`config.mk`:
```
export PLATFORM = sky130hd
export DESIGN_NAME = rtgc_ram
export DESIGN_NICKNAME = d
export VERILOG_FILES = /design/src/hdl/rtgc_ram.sv
export SDC_FILE = /design/constraint.sdc
export NUM_CORES = 2
export LEC_CHECK = 0
export ABC_CLOCK_PERIOD_IN_PS = 8200
export BUFFER_PORTS_ARGS = -buffer_cell sky130_fd_sc_hd__buf_2
export CAP_MARGIN = 5
export CORE_MARGIN = 5
export CORE_UTILIZATION = 65
export CTS_BUF_LIST = sky130_fd_sc_hd__clkbuf_8
export DETAILED_ROUTE_END_ITERATION = 10
export PLACE_DENSITY = 0.85
export SLEW_MARGIN = 30
export SYNTH_ARGS = -nofsm -noshare
export SYNTH_HDL_FRONTEND = slang
export SYNTH_SLANG_ARGS = --single-unit
```
`constraint.sdc`:
```
create_clock -name clk -period 8.2 [get_ports clk]
set_clock_uncertainty 0.15 [all_clocks]
set_input_delay 2.05 -clock clk [delete_from_list [all_inputs] [get_ports clk]]
set_output_delay 2.05 -clock clk [all_outputs]
set_load 0.02 [all_outputs]
```
`src/hdl/rtgc_ram.sv`:
```
`default_nettype none

module rtgc_ram #(
	parameter int WIDTH = 64,
	parameter int DEPTH = 64,
	localparam int AW = (DEPTH > 1) ? $clog2(DEPTH) : 1
) (
	input  logic             clk,
	input  logic             we,
	input  logic [AW-1:0]    waddr,
	input  logic [WIDTH-1:0] wdata,
	input  logic             re,
	input  logic [AW-1:0]    raddr,
	output logic [WIDTH-1:0] rdata
);

	logic [WIDTH-1:0] mem [DEPTH];

	always_ff @(posedge clk) begin
		if (we) begin
			mem[waddr] <= wdata;
		end
		if (re) begin
			rdata <= mem[raddr];
		end
	end

endmodule

`default_nettype wire

```
After elaboration in Yosys (flattened, before gate mapping) --
Memory sizes are Yosys's and may differ from the RTL's. A register that Yosys moved wholly into a read port is not among the register bits. Index checks and enable logic that the tools add are counted.
Cells by class: muxes and demuxes 2
Operators with widths (number):
- 2-to-1 mux 1 bit | 2
Storage, ports and cells: output and inout bits 64, bits in writable memories 4096, bits of input ports 79, flip-flop bits (word level) 0, memories 1, logic and storage cells 3
Memories:
- mem | words 64, width 64, read ports 1, clocked after Yosys merged registers in 1, write ports 1, RTL line 17 | logic [WIDTH-1:0] mem [DEPTH];

Depth between registers and ports, before layout --
word-level depth 2, gate-level depth with buffers 9, depth with buffers taken out 5

Least setup slack after synthesis --
Ideal clock, no wire load.
path kind input -> register, start input port waddr[3], end memory mem[48][0] (enable), stages on the path 4, data arrival time 6.922 ns, setup slack 0.564 ns, setup time 0.564 ns, path buffers 1, data required time 7.486 ns, cells stage by stage clkbuf_1 nor2b_1 nand4b_1 nor3_1
RTL lines:
- start: declaration | RTL line 10 | input logic [AW-1:0] waddr,
- end: declaration | RTL line 17
Straight into the memory's write port.

Worst setup path in the final report --
start input port we, end memory mem[6][40] (enable)
Between the ends: cells in the longest elaborated chain, start to end 2
Ends and longest elaborated chain:
- start: declaration | RTL line 9 | input logic we,
- 2-to-1 mux 1 bit | RTL line 20 | if (we) begin
- 2-to-1 mux 1 bit (not written as such) | RTL line 21 | mem[waddr] <= wdata;
No other way between the ends.

==> flow_summary.toml <==
[route]
average_wire_per_cell_in_the_routed_design_um = 44.9
wl_um = 488000
firstDrtPassIters = 6
drc = 0
route.vias.total = 85600
antenna_viol_nets_final = 0
detail_route.vias_per_cell = 7.88
detailed_route_iter0_violations = 18400

[setup_path]
reg2reg_depth = 5
worst-endpoint-arrival_ps = 5370
cp_max_fo = 38
worstSetupStartpoint = "we"
crit-reg2reg-capture = "rdata[23]"
regToRegStartpoint = "mem[62][23]"
critical_path.startpoint_type = "input pin"
critical_path.top_delay_family = "buffers and inverters"
crit_path_end = "mem[6][40]"
worst_setup_path_end_kind = "flop"
crit_path_frequent_cell = "sky130_fd_sc_hd__buf_4"
rrSetupSlack_ps = 5560
cp.buffers_inverters = 3
worstSetupPathType = "in -> reg"
slowest_stage_cell_cp = "sky130_fd_sc_hd__buf_4"
cp.depth = 6
series_of_cell_instances_along_the_critical_path = "buf_2 > nor2b_1 > nand3_1 > nor2_4 > buf_4 > buf_4"
timing.critical_path.required_ps = 8770
slowest_delay_ps = 940

[worst_hold_path]
whs_path_depth = 4
worst_hold_path_type = "reg -> reg"

[timing]
post-route-period-util_pct = 58.5
timing_hold_violations_final = 0
grt_setup_unrepaired = "no"
max-slew-margin-rel_pct = 10.9
max_clock_freq_ghz = 0.208
layout_min_cycle_time_ps = 4800
setup_viol_count_final = 0
tightestPinTransition_ps = 1340
setup_tns_ps = 0
final_max_slew_viol_count = 0

[floorplan]
start_util_pct = 65.3
floorplan.die.width_um = 501
floorplan.die_area_mm2 = 0.251
floorplan.core_area_mm2 = 0.241
io_pins = 143
row_count = 180
chipHeight_um = 501

[synth]
yosys_warning_count = 0
synth_top_flop_cell = "sky130_fd_sc_hd__edfxtp_1"
number_of_flops_mapped_to_enable_cells_by_yosys = 4160
postSynthRegisterBits = 4160
synth_async_sr_flop_share_pct = 0
synth_area_mm2 = 0.157
synth.yosys.seq_area_share_pct = 79.6
synth.net_count = 6677
synth_cell_types = 32
post_synth_inst_count = 6598
postSynthAreaPerCell_um2 = 23.8

[clock_tree]
clock_path_buffers = 4
clock_latency_on_the_worst_skew_pair_ps = 1190
clock_sinks = 4160
postCtsSetupBuffers = 0
cts.hold.buffers_added = 0
clockRootBuffer = "sky130_fd_sc_hd__clkbuf_8"
clkTransAtPathRegs_ps = 70
resize_count_post_cts = 0
cts_tree = "built"
cts-htree-levels = 6
cts-buffers-inserted = 621

[placement]
globalplace.congestion = 0.819
place_area_mm2 = 0.163
post-dp-hpwl_um = 241000
place.port_buffers = 142

[cells_and_area]
number_of_filler_cells_placed_in_the_layout = 11500
layout-drive-gt1-share_pct = 29.0
design_area_mm2 = 0.174
final_core_util_pct = 72.5
finish.net_count = 7294
flow.area_growth_from_synthesis_pct = 11.1

[outcome]
run_status = "finished, final reports clean"

[global_routing]
gr-max-usage-layer = "met2"
global_route_met1_usage_pct = 46.5
grt_use_total_pct = 37.8
gr_met2_demand_resource_pct = 57.6
global_route.overflow_total = 0
gr-usage-met3_pct = 12.4
via_count_of_the_first_global_routing_pass = 86000
grt_first_pass_wirelength_um = 651000
grt_antenna_before_repair = 38
maximum_number_of_pins_on_one_net_before_global_route_repair = 123

[pwr]
power_density_mw_per_mm2 = 239
irDropWorstVdd_mv = 0.220
total_leakage_power_nw = 54.9

[job]
max_cap_violations = 0
-- layer usage --
layer  wire, um  up-vias  share of wire, %
met5        317        -             0.065
met4      46900       38               9.6
met3      86400     2823                18
met2     224000    11200                46
met1     130000    41700                27
li1           -    29800                 -
-- cells in the mapped netlist, types with 20 or more instances --
cell type / count / share of area, %
sky130_fd_sc_hd__a211oi_1: 63 / 0.30
sky130_fd_sc_hd__a22o_1: 88 / 0.49
sky130_fd_sc_hd__a22oi_1: 168 / 0.80
sky130_fd_sc_hd__a41oi_1: 26 / 0.15
sky130_fd_sc_hd__and3_1: 64 / 0.26
sky130_fd_sc_hd__buf_1: 20 / 0.048
sky130_fd_sc_hd__buf_2: 170 / 0.54
sky130_fd_sc_hd__buf_4: 34 / 0.16
sky130_fd_sc_hd__clkbuf_1: 140 / 0.33
sky130_fd_sc_hd__edfxtp_1: 4160 / 80
sky130_fd_sc_hd__mux2i_1: 135 / 0.86
sky130_fd_sc_hd__mux4_2: 1024 / 15
sky130_fd_sc_hd__nand2_1: 58 / 0.14
sky130_fd_sc_hd__nand3_1: 45 / 0.14
sky130_fd_sc_hd__nor2_1: 112 / 0.27
sky130_fd_sc_hd__nor2b_1: 28 / 0.11
sky130_fd_sc_hd__o221ai_1: 38 / 0.21
sky130_fd_sc_hd__o22ai_1: 83 / 0.33
sky130_fd_sc_hd__or2_2: 28 / 0.11
sky130_fd_sc_hd__or3_1: 29 / 0.12
-- registers in the layout, summed over array words and instances (netlist names) --
| name | count |
|---|---|
| mem | 4096 |
| rdata | 64 |
-- worst min-delay path by stage --
stage | from | end
after global placement | mem[63][30] | rdata[30]
after floorplan | mem[30][61] | rdata[61]
after global routing | mem[6][61] | rdata[61]
after detailed placement | mem[46][34] | rdata[34]
after CTS | mem[62][28] | rdata[28]
final | mem[54][0] | rdata[0]
-- report_power, final --
part	leakage, nW	internal, mW	switching (mW)	total (mW)
combinational	11.3	0.739	1.39	2.13
clock	6.13	7.55	8.23	15.8
sequential	37.5	23.6	0.107	23.7
-- worst reg2reg max path, cell delays in order, from the launching register on --
cell and delay (ps):
sky130_fd_sc_hd__edfxtp_1 560, sky130_fd_sc_hd__mux4_2 670, sky130_fd_sc_hd__mux2i_1 290, sky130_fd_sc_hd__o22ai_1 140, sky130_fd_sc_hd__a31oi_1 430, sky130_fd_sc_hd__a211oi_1 100
-- cells in the final DEF (no fill, tap or decap), types with 2 or more instances in the layout --
| cell | netlist | routed |
|---|---|---|
| sky130_fd_sc_hd__nand2b_2 | 0 | 2 |
| sky130_fd_sc_hd__nand2_1 | 58 | 56 |
| sky130_fd_sc_hd__nand2_2 | 0 | 2 |
| sky130_fd_sc_hd__nand2b_1 | 11 | 8 |
| sky130_fd_sc_hd__a211oi_1 | 63 | 63 |
| sky130_fd_sc_hd__and3_1 | 64 | 64 |
| sky130_fd_sc_hd__nand3b_1 | 2 | 2 |
| sky130_fd_sc_hd__nor3_2 | 0 | 2 |
| sky130_fd_sc_hd__clkinvlp_4 | 0 | 14 |
| sky130_fd_sc_hd__buf_2 | 170 | 76 |
| sky130_fd_sc_hd__mux4_2 | 1024 | 1024 |
| sky130_fd_sc_hd__nor2b_1 | 28 | 24 |
| sky130_fd_sc_hd__buf_6 | 6 | 7 |
| sky130_fd_sc_hd__nand3_1 | 45 | 45 |
| sky130_fd_sc_hd__a22oi_1 | 168 | 168 |
| sky130_fd_sc_hd__a31oi_1 | 18 | 18 |
| sky130_fd_sc_hd__buf_8 | 0 | 2 |
| sky130_fd_sc_hd__a41oi_1 | 26 | 26 |
| sky130_fd_sc_hd__buf_4 | 34 | 201 |
| sky130_fd_sc_hd__or2_2 | 28 | 28 |
| sky130_fd_sc_hd__clkinv_2 | 0 | 53 |
| sky130_fd_sc_hd__nand4_1 | 2 | 2 |
| sky130_fd_sc_hd__clkbuf_8 | 0 | 642 |
| sky130_fd_sc_hd__a2bb2oi_1 | 19 | 19 |
| sky130_fd_sc_hd__buf_12 | 0 | 53 |
| sky130_fd_sc_hd__inv_6 | 0 | 7 |
| sky130_fd_sc_hd__buf_16 | 0 | 25 |
| sky130_fd_sc_hd__diode_2 | 0 | 34 |
| sky130_fd_sc_hd__bufinv_16 | 0 | 10 |
| sky130_fd_sc_hd__a22o_1 | 88 | 88 |
| sky130_fd_sc_hd__nor2_4 | 0 | 65 |
| sky130_fd_sc_hd__o221ai_1 | 38 | 38 |
| sky130_fd_sc_hd__edfxtp_1 | 4160 | 4160 |
| sky130_fd_sc_hd__nor2b_4 | 0 | 3 |
| sky130_fd_sc_hd__nor2_1 | 112 | 47 |
| sky130_fd_sc_hd__clkinv_1 | 0 | 163 |
| sky130_fd_sc_hd__inv_1 | 19 | 184 |
| sky130_fd_sc_hd__or3_1 | 29 | 29 |
| sky130_fd_sc_hd__mux2i_1 | 135 | 135 |
| sky130_fd_sc_hd__o22ai_1 | 83 | 83 |
-- final cells by class --
cell class	count	area [um^2]	share of cell area [%]
inverter	19	71.3	0.0409
clock inverter	412	1960	1.13
timing repair buffer	364	3750	2.15
sequential	4160	125000	71.6
multi-input combinational	2049	30800	17.6
tap	3185	3990	2.29
clock buffer	642	8840	5.07
antenna	34	85.1	0.0488
-- cells by family (layout without fill, tap and decap cells) --
| family | Yosys count | in the layout | synth area share, % |
|---|---|---|---|
| AOI/OAI and AO/OA | 504 | 504 | 2.47 |
| buffers and inverters | 389 | 1437 | 1.18 |
| DFF | 4160 | 4160 | 79.6 |
| muxes | 1159 | 1159 | 15.6 |
| other | 0 | 34 | 0 |
| and+or+nand+nor | 386 | 386 | 1.23 |
-- per-stage QoR --
stage / worst slack (ps) / power, mW / cells / hold WS (ps)
final: 3400 / 41.6 / 10900 / 787
after global routing: 3470 / 42.6 / 10800 / 853
after CTS: 3770 / 41.3 / 10800 / 789
after detailed placement: 2690 / 26.1 / 9770 / 757
after global placement: 2710 / 26.0 / 9745 / 746
after floorplan: 564 / 25.2 / 6598 / 715
No activity file was read; power rests on OpenSTA's default activity.
