==> config.mk <==
export PLATFORM = sky130hd
export DESIGN_NAME = rtgc_div
export DESIGN_NICKNAME = d
export VERILOG_FILES = /design/src/hdl/rtgc_pkg.sv /design/src/hdl/rtgc_div.sv
export SDC_FILE = /design/constraint.sdc
export NUM_CORES = 1
export LEC_CHECK = 0
export BUFFER_PORTS_ARGS = -buffer_cell sky130_fd_sc_hd__buf_4
export CAP_MARGIN = 30
export CORE_AREA = 3 3 106 108
export CTS_CLUSTER_DIAMETER = 60
export DETAILED_ROUTE_END_ITERATION = 12
export DIE_AREA = 0 0 109 111
export GPL_ROUTABILITY_DRIVEN = 1
export SYNTH_ARGS = -nofsm -noshare
export SYNTH_HDL_FRONTEND = slang
export SYNTH_SLANG_ARGS = --single-unit
==> constraint.sdc <==
create_clock -name clk -period 4.4 [get_ports clk]
set_input_delay 0.22 -clock clk [delete_from_list [all_inputs] [get_ports clk]]
set_output_delay 0.22 -clock clk [all_outputs]
set_load 0.05 [all_outputs]
==> src/hdl/rtgc_pkg.sv <==
`default_nettype none

package rtgc_pkg;

	localparam int QDW = 18;
	localparam int TSW = 9;
	localparam int GDW = 7;
	localparam int CRDW = 16;
	localparam int SZW = 12;
	localparam int CFGW = 16;
	localparam int CFG_IDXW = 3;

	localparam logic [TSW-1:0] TILE_SIZE_RST = TSW'(8);
	localparam logic [GDW-1:0] GRID_COLUMNS_RST = GDW'(64);
	localparam logic [GDW-1:0] GRID_ROWS_RST = GDW'(64);

	typedef enum logic [1:0] {
		OP_WRITE_CELL  = 2'd0,
		OP_FILL_REGION = 2'd1,
		OP_QUERY_RECT  = 2'd2,
		OP_READ_CELL   = 2'd3
	} op_t;

	typedef enum logic [CFG_IDXW-1:0] {
		CFG_TILE_SIZE    = 3'd0,
		CFG_GRID_COLUMNS = 3'd1,
		CFG_GRID_ROWS    = 3'd2,
		CFG_ORIGIN_X     = 3'd3,
		CFG_ORIGIN_Y     = 3'd4
	} cfg_idx_t;

	typedef struct packed {
		op_t                    op;
		logic signed [CRDW-1:0] x_pos;
		logic signed [CRDW-1:0] y_pos;
		logic [SZW-1:0]         width;
		logic [SZW-1:0]         height;
		logic                   cell_value;
	} in_item_t;

	typedef struct packed {
		logic hit;
		logic bad_access;
	} out_item_t;

	typedef struct packed {
		logic                  start;
		logic                  ceil_mode;
		logic signed [QDW-1:0] dividend;
		logic [TSW-1:0]        divisor;
	} div_req_t;

	typedef struct packed {
		logic                  done;
		logic signed [QDW-1:0] quotient;
	} div_rsp_t;

endpackage

`default_nettype wire

==> src/hdl/rtgc_div.sv <==
`default_nettype none

// Signed floor/ceil divide by a positive divisor, one quotient bit per cycle.
module rtgc_div import rtgc_pkg::*; (
	input  logic     clk,
	input  logic     arst_n,
	input  div_req_t req,
	output div_rsp_t rsp
);

	localparam int CW = $clog2(QDW + 1);

	logic                  busy_q;
	logic                  done_q;
	logic [CW-1:0]         cnt_q;
	logic [TSW-1:0]        rem_q;
	logic [TSW-1:0]        dvs_q;
	logic [QDW-1:0]        quo_q;
	logic                  neg_q;
	logic                  ceil_q;
	logic signed [QDW-1:0] res_q;

	logic [TSW:0]   trial;
	logic [TSW:0]   diff;
	logic           fit;
	logic           rnd;
	logic [QDW-1:0] mag;

	always_comb begin
		trial = {rem_q, quo_q[QDW-1]};
		diff  = trial - {1'b0, dvs_q};
		fit   = (trial >= {1'b0, dvs_q});
		// round magnitude up when the remainder is nonzero and the
		// rounding direction points away from zero
		rnd   = (rem_q != '0) && (neg_q != ceil_q);
		mag   = quo_q + QDW'(rnd);
	end

	always_ff @(posedge clk or negedge arst_n) begin
		if (!arst_n) begin
			busy_q <= 1'b0;
			done_q <= 1'b0;
			cnt_q  <= '0;
			rem_q  <= '0;
			dvs_q  <= '0;
			quo_q  <= '0;
			neg_q  <= 1'b0;
			ceil_q <= 1'b0;
			res_q  <= '0;
		end else if (req.start) begin
			busy_q <= 1'b1;
			done_q <= 1'b0;
			cnt_q  <= CW'(QDW);
			rem_q  <= '0;
			dvs_q  <= req.divisor;
			quo_q  <= req.dividend[QDW-1] ? QDW'(-req.dividend) : QDW'(req.dividend);
			neg_q  <= req.dividend[QDW-1];
			ceil_q <= req.ceil_mode;
		end else if (busy_q) begin
			if (cnt_q != '0) begin
				rem_q <= fit ? diff[TSW-1:0] : trial[TSW-1:0];
				quo_q <= {quo_q[QDW-2:0], fit};
				cnt_q <= cnt_q - CW'(1);
			end else begin
				res_q  <= neg_q ? $signed(-mag) : $signed(mag);
				done_q <= 1'b1;
				busy_q <= 1'b0;
			end
		end else begin
			done_q <= 1'b0;
		end
	end

	assign rsp.done     = done_q;
	assign rsp.quotient = res_q;

endmodule

`default_nettype wire

* Word level (Yosys, flattened, before mapping)
Index checks and enable logic that the tools add are counted.
** Storage, ports and cells
- Register bits :: 63
- Input bits :: 31
** Operators by class
- Add/subtract/negate cells :: 5
- Order comparisons :: 1
- Equality and inequality tests :: 2
- Muxes and demuxes :: 18
- Bitwise operators :: 2
- Reductions and logical operators :: 7
** Operator list (count)
- 18-bit two-way mux :: 5
- 9-bit two-way mux :: 4
- 18-bit negation :: 2
- 18-bit by 1-bit adder with 18-bit output :: 1
- 5-bit two-way mux :: 3
- 10-bit by 9-bit greater-or-equal comparator with 1-bit output :: 1
- 9-bit nonzero test :: 1
- 9-bit subtractor :: 1
- 1-bit two-way mux :: 6
- 5-bit nonzero test :: 1
- 5-bit by 1-bit subtractor with 5-bit output, second input constant :: 1
- 2-bit nonzero test :: 2
- 3-bit inequality test, second input constant :: 1
- 3-bit AND reduction :: 1
- 1-bit NOT :: 2
- 2-bit AND reduction :: 1
- 1-bit logical AND :: 1
- 1-bit inequality test :: 1

* Logic depth before layout (Yosys ltp)
Gate-level depths: netlist (run 1).
- Depth in word-level cells :: 5
- Depth in mapped cells :: 13

* Least setup slack after synthesis (run 1)
OpenSTA, ideal clock, no wires.
- Kind :: register to register
- Start point :: reg neg_q
- End point :: reg res_q[15]
- Arrival time :: 2.951 ns
- Required time :: 4.268 ns
- Setup slack :: 1.316 ns
- Stages on the path, launching flop included :: 13
- Path buffers :: 1
- Clock period less this slack :: 3.084 ns
- Cells stage by stage :: dfrtp_1 -> clkbuf_1 -> xnor2_1 -> a31oi_1 -> ha_1 -> ha_1 -> nand4_1 -> nor4_1 -> xnor2_1 -> or4b_1 -> o31ai_1 -> xnor2_1 -> o21ai_1
** Between the ends
- Word-level cells in the longest chain between the ends :: 5
** RTL lines
- start, declared :: RTL line rtgc_div.sv:19 : logic neg_q;
- start signal, assigned :: RTL line rtgc_div.sv:57 : neg_q <= req.dividend[QDW-1];
- 1-bit inequality test :: RTL line rtgc_div.sv:35 : rnd = (rem_q != '0) && (neg_q != ceil_q);
- 1-bit logical AND :: RTL line rtgc_div.sv:35
- 18-bit by 1-bit adder with 18-bit output :: RTL line rtgc_div.sv:36 : mag = quo_q + QDW'(rnd);
- 18-bit negation :: RTL line rtgc_div.sv:65 : res_q <= neg_q ? $signed(-mag) : $signed(mag);
- 18-bit two-way mux * :: RTL line rtgc_div.sv:65
- end signal, assigned :: RTL line rtgc_div.sv:65
- end, declared :: RTL line rtgc_div.sv:21 : logic signed [QDW-1:0] res_q;
Mark *: on every way between the ends. The rest lies on a longest branch, timed or not.
A chain may end at the register's enable or synchronous reset.

* Final worst setup path (run 1)
- Start point :: reg rem_q[0]
- End point :: reg res_q[15]
** Between the ends
- Word-level cells in the longest chain between the ends :: 5
** RTL lines
- start, declared :: RTL line rtgc_div.sv:16 : logic [TSW-1:0] rem_q;
- start signal, assigned :: RTL line rtgc_div.sv:61 : rem_q <= fit ? diff[TSW-1:0] : trial[TSW-1:0];
- 9-bit nonzero test * :: RTL line rtgc_div.sv:35
- 1-bit logical AND * :: RTL line rtgc_div.sv:35
- 18-bit by 1-bit adder with 18-bit output * :: RTL line rtgc_div.sv:36
- 18-bit negation :: RTL line rtgc_div.sv:65
- 18-bit two-way mux * :: RTL line rtgc_div.sv:65
Marks and branches as above.

==> results of run 1 <==
## final timing paths
check	start	to	slack, ns	depth (start not counted)
worst max-delay path	rem_q[0]$_DFFE_PN0P_	res_q[15]$_DFFE_PN0P_	1.12	11
worst min-delay path	req[3]	dvs_q[3]$_DFFE_PN0P_	0.08	3
worst max register to register	rem_q[0]$_DFFE_PN0P_	res_q[15]$_DFFE_PN0P_	1.12	11
worst min register to register	res_q[5]$_DFFE_PN0P_	res_q[5]$_DFFE_PN0P_	0.48	2
max in group asynchronous	arst_n	quo_q[11]$_DFFE_PN0P_	3.37	2
min in group asynchronous	arst_n	cnt_q[2]$_DFFE_PN0P_	0.51	2
## cell families (layout without fill, tap and decap cells)
| family | Yosys count | in the layout | share of synthesized area [%] |
|---|---|---|---|
| AO/OA/AOI/OAI | 102 | 102 | 16.0 |
| XOR/XNOR | 57 | 57 | 11.2 |
| adder cells (fa/ha/maj) | 16 | 16 | 4.67 |
| buffers and inverters | 65 | 100 | 6.73 |
| flip-flops | 63 | 63 | 35.5 |
| multiplexers | 18 | 18 | 4.20 |
| AND/OR/NAND/NOR | 182 | 182 | 21.7 |
## metrics by stage
stage               util, %  instances  setup WS (ns)
detailed placement     46.8        657           1.11
global route           48.6        674          0.747
CTS                    48.6        674           1.10
global placement       46.8        657           1.21
floorplan                 -        503           1.32
finish                 48.6        674           1.12
## layer usage
layer  vias to the layer above  track usage (%)  part of all wire (%)
met5                         -                0                     0
li1                       1844                -                     -
met4                         0             4.46                  0.75
met3                         6             3.09                   4.6
met1                      1674             25.9                    51
met2                        96             24.9                    44
## final cells by class
cell class,instances,area [um2],share of cell area [%]
timing repair buffer,55,415,8.28
tap,136,170,3.39
multi-input combinational,375,2570,51.2
sequential,63,1580,31.4
clock inverter,7,56.3,1.12
inverter,29,109,2.17
clock buffer,9,124,2.47
## cells in the final DEF (no fill, tap or decap), drive strengths merged, types with 7 or more instances in the layout
cell type  count
inv           32
ha            15
nand2         66
buf           54
dfrtp         63
nand4         14
nor3           7
a21oi          8
nor4          10
a222oi         8
clkbuf         9
nand3         27
o21ai         48
xor2          12
o31ai         11
nor2          22
mux2i         13
xnor2         45
## registers in the layout, indices dropped and copies added (netlist names)
register,flops
quo_q,18
cnt_q,5
rem_q,9
done_q,1
dvs_q,9
ceil_q,1
res_q,18
neg_q,1
busy_q,1
## power breakdown
group	leakage [nW]	switching [mW]	internal, mW	total, mW
sequential	0.797	0.177	0.732	0.909
clock	0.0789	0.249	0.210	0.459
combinational	1.35	0.767	0.494	1.26
## worst min-delay path: stages
cell and delay [ns]:
buf_4 0.07, nand2_1 0.04, o21ai_0 0.05
## repair_timing
action | CTS | global route
gates resized for setup | 0 | 0
endpoints found under the hold margin | 32 | 0
hold buffers | 1 | 0
==> results.py, run 1 <==
metrics = {
    "critical_path": {
        "critPathTopFamily": "simple AND/OR/NAND/NOR gates",
        "cp.required_ns": 4.62,
        "crit_type": "flop to flop",
        "worstPathMaxFanout": 12,
        "cp_num_buf_inv": 0,
        "crit_path_end_kind": "flop",
        "max_stage_delay_ns": 0.48,
        "critPathLaunchType": "flop",
        "crit_chain": "nor3_1 -> a31oi_1 -> ha_1 -> ha_1 -> nand4_1 -> nor4_1 -> xnor2_1 -> or4b_1 -> o31ai_1 -> xnor2_1 -> o21ai_1",
        "crit_slowest_cell": "or4b_1",
        "arrival_ns": 3.50,
    },
    "sta": {
        "skew_ns": 0.00945,
        "period_share_pct": 74.6,
        "tightest_slew_ns": 0.792,
        "hold_viol": 0,
        "timing.hold.ws_ns": 0.0814,
        "slew_headroom_pct": 47.2,
        "rsz0062_at_grt": "false",
        "slew_violations": 0,
        "finalSetupViolations": 0,
        "fin_tns_setup_ns": 0,
        "period_minus_slack_ns": 3.28,
        "fmax_ghz": 0.305,
    },
    "global_route": {
        "grt_max_degree": 64,
        "grt_usage_pct": 17.1,
        "overflow": 0,
        "antenna_found_initial": 0,
        "grt_pass1_wl_um": 16800,
        "first_global_vias": 3441,
    },
    "die": {
        "row_count": 37,
        "start_util_pct": 43.0,
        "ios": 50,
        "die-area_um2": 12100,
        "die_h_um": 111,
        "die_w_um": 109,
        "core_um2": 10300,
    },
    "cts": {
        "cts_sinks": 63,
        "clk_pin_slew_worst_paths_ns": 0.08,
        "numCtsBuffers": 9,
        "tritoncts": "done",
        "post_cts_buffers": 0,
        "clkLatencyLatePin_ns": 0.34,
        "cts-root-buf": "clkbuf_8",
        "cts_max_path_buffers": 2,
        "cts-htree-levels": 3,
    },
    "detailed_routing": {
        "wirelength_um": 9810,
        "num_vias": 3620,
        "avgRoutedWirePerCell_um": 14.5,
        "drtAntennaViolNets": 0,
        "drt_iter0_markers": 159,
        "firstDrtPassIters": 7,
        "drc": 0,
        "vias_per_cell": 5.37,
    },
    "logic_synthesis": {
        "syn-num-nets": 550,
        "ys_types": 62,
        "synth_common_cells": "nand2_1, dfrtp_1, xnor2_1",
        "ys_top_cells_by_area": "dfrtp_1, xnor2_1, nand2_1",
        "synthMostInstantiatedCell": "nand2_1",
        "synthCells": 503,
        "ys_warn_count": 0,
        "synth_top_area_cell": "dfrtp_1",
        "yosys_most_used_dff": "dfrtp_1",
        "ys_seq_area_share_pct": 35.5,
        "ys_seq_elements": 63,
        "synth_top_area_share_pct": 35.5,
        "avgSynthCellArea_um2": 8.83,
        "synth_edf_count": 0,
        "netlist_area_um2": 4440,
        "async_reset_ff_share_pct": 100,
    },
    "final_layout": {
        "layout-drive-gt1-share_pct": 17.1,
        "final_design_area_no_fill_um2": 5020,
        "area_growth_pct": 13.0,
        "fin_nets": 580,
        "fillCellCount": 992,
        "diodes": 0,
    },
    "placed_design": {
        "hpwl_um": 7260,
        "gp_congestion": 0.874,
        "placed_cell_area_um2": 4830,
        "io_buffers": 49,
    },
    "power": {
        "leakagePower_nw": 2.23,
        "ir_worst_vdd_mv": 0.238,
        "power_mw": 2.63,
        "p_per_area_nw_per_um2": 524,
    },
    "worst_hold_path": {
        "hold_path_class": "primary input to flop",
    },
    "run_status": {
        "status": "finished, final reports clean",
    },
    "run": {
        "maxCapViolCount": 0,
    },
}
Note: power is estimated with default switching activity, not from simulation.
==> inputs of run 2 (changes only) <==
Settings changed: ABC_AREA set to 1, CORE_AREA 3 3 106 108 to 3 3 105 107, DIE_AREA 0 0 109 111 to 0 0 108 110.
Clock period 4.4 ns to 3.17 ns, I/O delays scaled along.
==> run 2 against run 1 <==
Net effect:
- sequential power rose by 30%
- via count rose by 13%
- hold slack got worse by 0.071 ns
- combinational power rose by 37%
- sequential share of layout area fell by 0.42 points
- critical path type unchanged
- critical endpoint is now res_q[11]$_DFFE_PN0P_
==> results.py, run 2 <==
metrics = {
    "sta": {
        "rsz0062_at_grt": "false",
        "hold_viol": 0,
        "fin_tns_setup_ns": 0,
        "finalSetupViolations": 0,
        "fmax_ghz": 0.349,
        "slew_violations": 0,
        "skew_ns": 0.0125,
        "tightest_slew_ns": 0.815,
        "slew_headroom_pct": 45.7,
        "period_minus_slack_ns": 2.86,
        "period_share_pct": 90.4,
    },
    "final_layout": {
        "final_common_cell": "nand2_1",
        "fillCellCount": 1015,
        "fin_nets": 706,
        "area_growth_pct": 16.5,
        "final_design_area_no_fill_um2": 5090,
        "layout-drive-gt1-share_pct": 16.3,
        "top_regs": "quo_q: 18 flops, res_q: 18 flops",
        "diodes": 0,
        "final_cell_mix": "nand2_1, inv_1, dfrtp_1, nand3_1, buf_4",
    },
    "die": {
        "ios": 50,
        "row_count": 37,
        "die_h_um": 110,
        "die_w_um": 108,
        "die-area_um2": 11900,
        "core_um2": 10200,
        "start_util_pct": 42.7,
    },
    "global_route": {
        "grt_pass1_wl_um": 18500,
        "antenna_found_initial": 0,
        "first_global_vias": 3850,
        "grt_max_degree": 64,
        "grt_usage_pct": 19.5,
        "overflow": 0,
    },
    "cts": {
        "cts_sinks": 63,
        "cts-root-buf": "clkbuf_8",
        "clk_pin_slew_worst_paths_ns": 0.07,
        "post_cts_buffers": 0,
        "tritoncts": "done",
        "ctsHoldBuffers": 2,
        "cts_max_path_buffers": 2,
        "ctsResizeCount": 0,
        "numCtsBuffers": 9,
        "clkLatencyLatePin_ns": 0.35,
        "cts-htree-levels": 3,
    },
    "logic_synthesis": {
        "syn-num-nets": 655,
        "ys_top_cells_by_area": "dfrtp_1, nand2_1, nand3_1",
        "synthCells": 608,
        "async_reset_ff_share_pct": 100,
        "synth_common_cells": "nand2_1, inv_1, dfrtp_1",
        "yosys_most_used_dff": "dfrtp_1",
        "ys_types": 39,
        "avgSynthCellArea_um2": 7.18,
        "ys_seq_elements": 63,
        "synth_top_area_share_pct": 36.1,
        "netlist_area_um2": 4370,
        "ys_warn_count": 0,
        "ys_seq_area_share_pct": 36.1,
        "synth_edf_count": 0,
        "synth_top_area_cell": "dfrtp_1",
        "synthMostInstantiatedCell": "nand2_1",
    },
    "worst_hold_path": {
        "hold_path_class": "primary input to flop",
        "hold_depth": 3,
        "hold_end": "dvs_q[4]$_DFFE_PN0P_",
        "worstHoldStart": "req[4]",
    },
    "detailed_routing": {
        "wirelength_um": 10600,
        "avgRoutedWirePerCell_um": 13.3,
        "drc": 0,
        "vias_per_cell": 5.11,
        "drtAntennaViolNets": 0,
        "firstDrtPassIters": 5,
        "num_vias": 4082,
        "drt_iter0_markers": 227,
    },
    "critical_path": {
        "worstPathMaxFanout": 5,
        "arrival_ns": 3.10,
        "max_stage_delay_ns": 0.41,
        "reg2reg_to": "res_q[11]$_DFFE_PN0P_",
        "critPathLaunchType": "flop",
        "crit_slowest_cell": "dfrtp_1",
        "crit_type": "flop to flop",
        "crit_chain": "nor4_1 -> buf_4 -> a31oi_1 -> ha_1 -> ha_1 -> inv_1 -> nand2_1 -> a21oi_1 -> nand3_2 -> nor2_4 -> nand2_4 -> o21ai_4 -> nand3_1 -> nand3_1 -> nand2_1",
        "rr_worst_depth": 15,
        "cp_num_buf_inv": 2,
        "r2r_start": "rem_q[5]$_DFFE_PN0P_",
        "rrSetupSlack_ns": 0.31,
        "critPathTopFamily": "simple AND/OR/NAND/NOR gates",
        "crit_path_end_kind": "flop",
        "cp.required_ns": 3.40,
    },
    "placed_design": {
        "placed_cell_area_um2": 4870,
        "hpwl_um": 8160,
        "gp_congestion": 0.832,
        "io_buffers": 49,
    },
    "run_status": {
        "status": "finished, final reports clean",
    },
    "power": {
        "ir_worst_vdd_mv": 0.342,
        "leakagePower_nw": 2.58,
        "p_per_area_nw_per_um2": 713,
    },
    "run": {
        "maxCapViolCount": 0,
    },
}
[run 2: per-layer routing]
layer | GRT usage [%] | vias to the layer above | wire [um]
li1 | - | 2097 | -
met1 | 27.8 | 1867 | 5330
met2 | 30.0 | 105 | 4580
met3 | 2.85 | 13 | 491
met4 | 7.48 | 0 | 199
met5 | 0 | - | 0
[run 2: worst max path at each step]
| stage | endpoint | slack (ns) | start | cells after the start |
|---|---|---|---|---|
| global route | res_q[11]$_DFFE_PN0P_ | 0.07 | rem_q[0]$_DFFE_PN0P_ | 15 |
| detailed placement | res_q[11]$_DFFE_PN0P_ | 0.34 | rem_q[5]$_DFFE_PN0P_ | 15 |
| finish | res_q[11]$_DFFE_PN0P_ | 0.31 | rem_q[5]$_DFFE_PN0P_ | 15 |
| global placement | res_q[15]$_DFFE_PN0P_ | 0.43 | rem_q[5]$_DFFE_PN0P_ | 15 |
| CTS | res_q[11]$_DFFE_PN0P_ | 0.31 | rem_q[5]$_DFFE_PN0P_ | 15 |
| floorplan | res_q[15]$_DFFE_PN0P_ | 0.75 | neg_q$_DFFE_PN0P_ | 16 |
[run 2: per-stage QoR]
step	setup slack [ns]	power [mW]	cells	hold slack (ns)	util [%]
floorplan	0.753	2.43	608	-0.137	-
global placement	0.432	2.91	782	0.302	47.6
detailed placement	0.341	2.94	782	0.307	47.6
CTS	0.308	3.66	799	0.00184	49.7
global route	0.0746	3.91	799	0.0163	49.7
finish	0.306	3.63	799	0.0101	49.7
[run 2: cells by family after synthesis]
kind of cell	Yosys count	synth area share (%)
flip-flops	63	36.1
adder cells (fa/ha/maj)	16	4.76
AO/OA/AOI/OAI	102	14.2
buffers and inverters	91	8.02
XOR/XNOR	16	3.21
AND/OR/NAND/NOR	320	33.8
[run 2: layout make-up]
type | instances | area (um2) | area share [%]
Tap cell | 136 | 170 | 3.34
Multi-Input combinational cell | 454 | 2440 | 48.0
Clock inverter | 3 | 42.5 | 0.836
Timing Repair Buffer | 55 | 418 | 8.21
Inverter | 76 | 285 | 5.61
Clock buffer | 12 | 155 | 3.05
Sequential cell | 63 | 1580 | 31.0
[run 2: report_power, final]
group	switching [mW]	internal, mW
sequential	0.162	1.02
clock	0.314	0.401
combinational	1.15	0.577
total	1.63	2.00
[run 2: tightest hold or removal path: stages]
cell	delay, ns
buf_4	0.08
nand2_1	0.04
o21ai_0	0.05
